==> src/rtl/trd_pkg.sv <==
`timescale 1ns / 1ps
package trd_pkg;

  localparam int POS_W = 21;
  localparam int ANG_W = 14;
  localparam int FLAG_W = 6;
  localparam int DATA_BYTES = 15;
  localparam int STORE_BYTES = DATA_BYTES - 1;
  localparam logic [3:0] IDX_START = 4'd0;
  localparam logic [3:0] IDX_FIRST = 4'd1;
  localparam logic [3:0] IDX_LAST = 4'd15;

  typedef logic [6:0] dbyte_t;

  typedef struct packed {
    logic                        at_last;
    logic                        done;
    logic                        resync;
    logic [FLAG_W-1:0]           flags;
    logic [DATA_BYTES-1:0][6:0]  bytes;
  } frame_t;

endpackage

==> src/rtl/trd_ifs.sv <==
`timescale 1ns / 1ps
interface trd_byte_if;
  logic       valid;
  logic       ready;
  logic [7:0] rx_byte;

  modport source (output valid, output rx_byte, input ready);
  modport sink (input valid, input rx_byte, output ready);
endinterface

interface trd_report_if;
  logic               valid;
  logic               ready;
  logic signed [20:0] pos_x;
  logic signed [20:0] pos_y;
  logic signed [20:0] pos_z;
  logic signed [13:0] pitch;
  logic signed [13:0] yaw;
  logic signed [13:0] roll;
  logic               fringe;
  logic               out_of_range;
  logic [3:0]         buttons;
  logic               changed;
  logic               resynced;

  modport source (
    output valid, output pos_x, output pos_y, output pos_z,
    output pitch, output yaw, output roll, output fringe,
    output out_of_range, output buttons, output changed, output resynced,
    input ready
  );
  modport sink (
    input valid, input pos_x, input pos_y, input pos_z,
    input pitch, input yaw, input roll, input fringe,
    input out_of_range, input buttons, input changed, input resynced,
    output ready
  );
endinterface

==> src/rtl/trd_collect.sv <==
`timescale 1ns / 1ps
module trd_collect
  import trd_pkg::*;
(
  input  logic       clk,
  input  logic       rst,
  input  logic       accept,
  input  logic [7:0] rx_byte,
  output frame_t     frame
);

  logic [3:0]                  byte_index;
  logic [3:0]                  byte_index_next;
  logic [FLAG_W-1:0]           header_flags;
  logic                        resync_seen;
  logic [STORE_BYTES-1:0][6:0] store;

  // data bytes shift in, oldest at the top
  always_comb begin
    if (byte_index == IDX_LAST) begin
      byte_index_next = IDX_START;
    end else begin
      byte_index_next = byte_index + IDX_FIRST;
    end
  end

  always_ff @(posedge clk) begin
    if (rst) begin
      byte_index   <= IDX_START;
      header_flags <= '0;
      resync_seen  <= 1'b0;
    end else if (accept) begin
      if (byte_index == IDX_START) begin
        if (!rx_byte[7]) begin
          resync_seen <= 1'b1;
        end else begin
          header_flags <= {rx_byte[6:5], rx_byte[3:0]};
          byte_index   <= IDX_FIRST;
        end
      end else begin
        byte_index <= byte_index_next;
        if (byte_index == IDX_LAST) begin
          resync_seen <= 1'b0;
        end
      end
    end
  end

  always_ff @(posedge clk) begin
    if (accept && byte_index != IDX_START) begin
      store <= {store[STORE_BYTES-2:0], rx_byte[6:0]};
    end
  end

  always_comb begin
    frame.at_last = (byte_index == IDX_LAST);
    frame.done    = accept && (byte_index == IDX_LAST);
    frame.resync  = resync_seen;
    frame.flags   = header_flags;
    frame.bytes   = {store, rx_byte[6:0]};
  end

endmodule

==> src/rtl/tracker_report_deframer.sv <==
`timescale 1ns / 1ps
// tracker report deframer
// rx: one serial byte per request (valid/ready). a frame is a header byte
// with bit 7 set and 15 data bytes whose low 7 bits carry three signed
// 21-bit positions and three signed 14-bit angles. bytes without bit 7
// seen while waiting for a header are dropped and flagged as a resync.
// rpt: one report per frame (valid/ready) with positions, angles, header
// flags, a changed flag against the previous report and the resync flag.
// the report is registered and goes valid in the cycle after the last data byte is taken.
// throughput: one byte per cycle; rx.ready drops only when the last byte of
// a frame would arrive while the previous report is still stalled on rpt,
// so a receiver that keeps up never slows the byte stream.
// reset: waits for a header byte, no report pending, previous report taken
// as x = -1 and every other field zero.
// a stalled report holds its payload until rpt.ready is seen.
module tracker_report_deframer
  import trd_pkg::*;
(
  input  logic          clk,
  input  logic          rst,
  trd_byte_if.sink      rx,
  trd_report_if.source  rpt
);

  frame_t             frame;
  logic               accept;
  logic [POS_W-1:0]   cur_x, cur_y, cur_z;
  logic [ANG_W-1:0]   cur_pitch, cur_yaw, cur_roll;
  logic [POS_W-1:0]   last_x, last_y, last_z;
  logic [ANG_W-1:0]   last_pitch, last_yaw, last_roll;
  logic [FLAG_W-1:0]  last_flags;
  logic               diff;

  assign rx.ready = !(frame.at_last && rpt.valid && !rpt.ready);
  assign accept = rx.valid && rx.ready;

  trd_collect u_collect (
    .clk     (clk),
    .rst     (rst),
    .accept  (accept),
    .rx_byte (rx.rx_byte),
    .frame   (frame)
  );

  always_comb begin
    cur_x     = {frame.bytes[14], frame.bytes[13], frame.bytes[12]};
    cur_y     = {frame.bytes[11], frame.bytes[10], frame.bytes[9]};
    cur_z     = {frame.bytes[8], frame.bytes[7], frame.bytes[6]};
    cur_pitch = {frame.bytes[5], frame.bytes[4]};
    cur_yaw   = {frame.bytes[3], frame.bytes[2]};
    cur_roll  = {frame.bytes[1], frame.bytes[0]};
    diff = ({frame.flags, cur_x, cur_y, cur_z, cur_pitch, cur_yaw, cur_roll} !=
            {last_flags, last_x, last_y, last_z, last_pitch, last_yaw, last_roll});
  end

  // previous report
  always_ff @(posedge clk) begin
    if (rst) begin
      last_x     <= '1;
      last_y     <= '0;
      last_z     <= '0;
      last_pitch <= '0;
      last_yaw   <= '0;
      last_roll  <= '0;
      last_flags <= '0;
    end else if (frame.done) begin
      last_x     <= cur_x;
      last_y     <= cur_y;
      last_z     <= cur_z;
      last_pitch <= cur_pitch;
      last_yaw   <= cur_yaw;
      last_roll  <= cur_roll;
      last_flags <= frame.flags;
    end
  end

  always_ff @(posedge clk) begin
    if (rst) begin
      rpt.valid <= 1'b0;
    end else if (frame.done) begin
      rpt.valid <= 1'b1;
    end else if (rpt.ready) begin
      rpt.valid <= 1'b0;
    end
  end

  always_ff @(posedge clk) begin
    if (frame.done) begin
      rpt.pos_x        <= cur_x;
      rpt.pos_y        <= cur_y;
      rpt.pos_z        <= cur_z;
      rpt.pitch        <= cur_pitch;
      rpt.yaw          <= cur_yaw;
      rpt.roll         <= cur_roll;
      rpt.fringe       <= frame.flags[5];
      rpt.out_of_range <= frame.flags[4];
      rpt.buttons      <= frame.flags[3:0];
      rpt.changed      <= diff;
      rpt.resynced     <= frame.resync;
    end
  end

endmodule

==> src/flat_wrapper.sv <==
// flat-port wrapper written by rule: the top's interface ports become plain ports
module tracker_report_deframer_flat import trd_pkg::*;
  (clk, rst, rx_valid, rx_rx_byte, rx_ready, rpt_valid, rpt_pos_x, rpt_pos_y, rpt_pos_z, rpt_pitch, rpt_yaw, rpt_roll, rpt_fringe, rpt_out_of_range, rpt_buttons, rpt_changed, rpt_resynced, rpt_ready);
  trd_byte_if rx_i ();
  trd_report_if rpt_i ();
  input  logic clk;
  input  logic rst;
  input wire logic [$bits(rx_i.valid)-1:0] rx_valid;
  input wire logic [$bits(rx_i.rx_byte)-1:0] rx_rx_byte;
  output wire logic [$bits(rx_i.ready)-1:0] rx_ready;
  output wire logic [$bits(rpt_i.valid)-1:0] rpt_valid;
  output wire logic [$bits(rpt_i.pos_x)-1:0] rpt_pos_x;
  output wire logic [$bits(rpt_i.pos_y)-1:0] rpt_pos_y;
  output wire logic [$bits(rpt_i.pos_z)-1:0] rpt_pos_z;
  output wire logic [$bits(rpt_i.pitch)-1:0] rpt_pitch;
  output wire logic [$bits(rpt_i.yaw)-1:0] rpt_yaw;
  output wire logic [$bits(rpt_i.roll)-1:0] rpt_roll;
  output wire logic [$bits(rpt_i.fringe)-1:0] rpt_fringe;
  output wire logic [$bits(rpt_i.out_of_range)-1:0] rpt_out_of_range;
  output wire logic [$bits(rpt_i.buttons)-1:0] rpt_buttons;
  output wire logic [$bits(rpt_i.changed)-1:0] rpt_changed;
  output wire logic [$bits(rpt_i.resynced)-1:0] rpt_resynced;
  input wire logic [$bits(rpt_i.ready)-1:0] rpt_ready;
  assign rx_i.valid = rx_valid;
  assign rx_i.rx_byte = rx_rx_byte;
  assign rx_ready = rx_i.ready;
  assign rpt_valid = rpt_i.valid;
  assign rpt_pos_x = rpt_i.pos_x;
  assign rpt_pos_y = rpt_i.pos_y;
  assign rpt_pos_z = rpt_i.pos_z;
  assign rpt_pitch = rpt_i.pitch;
  assign rpt_yaw = rpt_i.yaw;
  assign rpt_roll = rpt_i.roll;
  assign rpt_fringe = rpt_i.fringe;
  assign rpt_out_of_range = rpt_i.out_of_range;
  assign rpt_buttons = rpt_i.buttons;
  assign rpt_changed = rpt_i.changed;
  assign rpt_resynced = rpt_i.resynced;
  assign rpt_i.ready = rpt_ready;
  tracker_report_deframer u_core (.clk(clk), .rst(rst), .rx(rx_i), .rpt(rpt_i));
endmodule
==> config.mk <==
export PLATFORM = sky130hd
export DESIGN_NAME = tracker_report_deframer_flat
export DESIGN_NICKNAME = d
export VERILOG_FILES = /design/src/rtl/trd_pkg.sv /design/src/rtl/trd_ifs.sv /design/src/rtl/trd_collect.sv /design/src/rtl/tracker_report_deframer.sv /design/src/flat_wrapper.sv
export SDC_FILE = /design/constraint.sdc
export NUM_CORES = 1
export LEC_CHECK = 0
export BUFFER_PORTS_ARGS = -buffer_cell sky130_fd_sc_hd__buf_2
export CELL_PAD_IN_SITES_DETAIL_PLACEMENT = 1
export CELL_PAD_IN_SITES_GLOBAL_PLACEMENT = 2
export CORE_ASPECT_RATIO = 0.75
export CORE_MARGIN = 3
export CORE_UTILIZATION = 40
export DETAILED_ROUTE_END_ITERATION = 10
export GPL_TIMING_DRIVEN = 0
export HOLD_SLACK_MARGIN = 0.08
export MAX_ROUTING_LAYER = met4
export PLACE_DENSITY_LB_ADDON = 0.1
export SYNTH_ARGS = -nofsm -noshare
export SYNTH_HDL_FRONTEND = slang
export SYNTH_SLANG_ARGS = --single-unit
==> constraint.sdc <==
create_clock -name clk -period 5.58 [get_ports clk]
set_clock_uncertainty 0.05 [all_clocks]
set_input_delay 0.279 -clock clk [delete_from_list [all_inputs] [get_ports clk]]
set_output_delay 0.279 -clock clk [all_outputs]
set_load 0.02 [all_outputs]
==> out/qor.yml <==
outcome:
  status: "completed"
yosys:
  yosys.area_share.xor_xnor_pct: 8.13
  ys_ff_latch: 334
  synth-compound-area-share_pct: 4.39
  synth_cells: 899
  yosysUniqueCellTypes: 32
  netlist_area_sq_mm: 0.0120
  synthSimpleGateAreaFrac_pct: 11.2
  syn_area_per_cell_sq_um: 13.3
  synth.area.mux_share_pct: 0.586
  synth-adder-area-share_pct: 0.209
  syn-num-nets: 913
  synth_seq_area_share_pct: 73.6
  synth_top_family_by_area: "simple AND/OR/NAND/NOR gates"
  ys_warn_count: 0
sta:
  slew_headroom_pct: 48.5
  period_share_pct: 50.5
  rsz0062_at_grt: "no"
  setup_viol: 0
  timing.hold.ws_ps: 122
  hold_viol: 0
  tightest_slew_ps: 772
  drv_slew: 0
  max_freq_mhz: 355
  fin_crit_ps: 2820
  fin_setup_tns_ps: 0
clocking:
  path_clk_slew_ps: 60
  cts_sinks: 334
  htree_num_levels: 2
  clockBufferDepth: 3
  clk_root_buffer_cell: "clkbuf_16"
  tritoncts: "yes"
  cts_setup_buffers: 0
  numCtsBuffers: 35
  post_cts_resized: 0
  hold_buffers: 8
  clk_latency_ps: 520
global_route:
  grt_pass1_vias: 7473
  grt_max_degree: 69
  antenna_found_initial: 0
  grt_pass1_wl_microns: 47600
  grt_overflow: 0
  grt_usage_pct: 20.8
worst_setup_path:
  end_kind: "flip-flop"
  startpoint_type: "flip-flop"
  cp_max_fo: 68
  required_ps: 5700
  critPathArrivalTime_ps: 2940
  crit_type: "flip-flop to flip-flop"
place:
  hpwl_microns: 21800
  placed_cells: 1418
  port_buffers: 125
  place_congestion: 0.775
die:
  coreArea_sq_mm: 0.0293
  io_pins: 127
  fp.dieW_microns: 206
  die_area_sq_mm: 0.0320
  placementRows: 54
  die_h_microns: 156
  initial_utilization_pct: 40.9
job:
  cap_violations: 0
layout:
  syn_to_final_growth_pct: 20.5
  mostFrequentLayoutCells: "226 x nand2_1, 211 x edfxtp_1, 140 x buf_2"
  fin_cells: 1489
  mostFrequentLayoutCell: "nand2_1"
  drive_gt1_share_pct: 19.1
  antenna_cells: 0
  post-route-util_pct: 49.2
  final_nets: 1085
pwr:
  power_density_mw_per_mm2: 370
  ir_worst_vdd_mv: 0.200
  p_leak_nw: 5.22
drt:
  drt-pass1-iter-count: 4
  routed-via-count: 7323
  vias_per_cell: 4.92
  routedWlPerCell_microns: 21.3
  drtAntennaViolNets: 0
  wl_microns: 31700
  drc: 0
  first_iter_violations: 378
min_path:
  hold_class: "primary input to flip-flop"
## cells by family after synthesis
kind of cell	Yosys count
flops	334
simple gates	304
xor+xnor	111
compound gates	100
buf+inv	41
mux	7
fa+ha+maj	2
## metal layers
metal	global-route usage (%)	vias to the layer above	routed length (microns)
met4	4.81	0	554
li1	-	3476	-
met2	29.9	162	13800
met1	31.4	3636	15400
met5	-	-	0
met3	3.04	49	1970
## synthesized netlist by cell type (all sizes together)
library cell	number	area share [%]
edfxtp	211	53
a2bb2oi	1	0.073
xor2	84	6.2
a21oi	94	3.9
nor2b	1	0.052
clkbuf	15	0.47
nand3	2	0.13
o21ai	2	0.084
a311oi	1	0.073
nor3b	1	0.063
ha	2	0.21
o31ai	1	0.063
nand2	227	7.1
nor4	24	1.3
a21boi	1	0.16
or4	1	0.063
inv	3	0.094
nand3b	21	1.3
nor3	1	0.042
nand4	12	0.63
nor2	12	0.38
xnor2	27	2.0
and3	1	0.094
mux2i	7	0.59
and2	1	0.052
buf	23	1.3
dfxtp	123	21
## worst max-delay path: stages (launching register included)
cell and delay, ps:
dfxtp_1 340, ha_1 250, and3_4 220, a21boi_4 250, nand2_2 170, inv_2 130, buf_6 190, buf_6 440
buf_16 330
## flip-flops by register name, summed over array words and instances, names as in the netlist, 4 cells and up
register                       cells
u_core.last_yaw                   14
u_core.u_collect.header_flags      6
u_core.rpt.pos_y                  21
u_core.last_x                     21
u_core.last_pitch                 14
u_core.u_collect.frame            98
u_core.rpt.roll                   14
u_core.last_z                     21
u_core.rpt.pos_z                  21
u_core.rpt.buttons                 4
u_core.last_y                     21
u_core.last_flags                  6
u_core.rpt.pitch                  14
u_core.u_collect.byte_index        4
u_core.rpt.yaw                    14
u_core.last_roll                  14
u_core.rpt.pos_x                  21
## report_power, final
part | total (mW) | internal, mW | switching, mW
clock | 2.44 | 1.47 | 0.966
sequential | 2.76 | 2.69 | 0.0703
combinational | 0.142 | 0.0462 | 0.0954
total | 5.34 | 4.20 | 1.13
## final timing paths
kind | startpoint | to | slack [ps] | cells past startpoint
setup reg to reg | u_core.u_collect.byte_index[0]$_SDFFE_PP0P_ | u_core.rpt.pos_x[4]$_DFFE_PP_ | 2760 | 8
hold reg to reg | u_core.u_collect.resync_seen$_SDFFE_PP0P_ | u_core.rpt.resynced$_DFFE_PP_ | 410 | 0
setup / recovery | u_core.u_collect.byte_index[0]$_SDFFE_PP0P_ | u_core.rpt.pos_x[4]$_DFFE_PP_ | 2760 | 8
hold / removal | rx_rx_byte[7] | u_core.u_collect.byte_index[0]$_SDFFE_PP0P_ | 120 | 5
## area by class of cell
type | instances | area (sq um)
fillers | 3014 | 14900
flip-flops and latches | 334 | 8800
multi-input cells | 524 | 2940
clock buffers | 46 | 980
repair buffers | 135 | 761
well taps | 392 | 490
plain buffers | 38 | 214
clock inverters | 17 | 213
inverters | 3 | 11.3
## through the flow
step	setup slack (ps)	power (mW)	cell area (sq um)
after floorplan	1620	2.86	12000
after global placement	118	2.95	13100
after detailed placement	2730	2.95	13100
after CTS	2720	5.39	14400
after global routing	2530	5.52	14400
final	2760	5.34	14400
(Power assumes the default switching activity.)
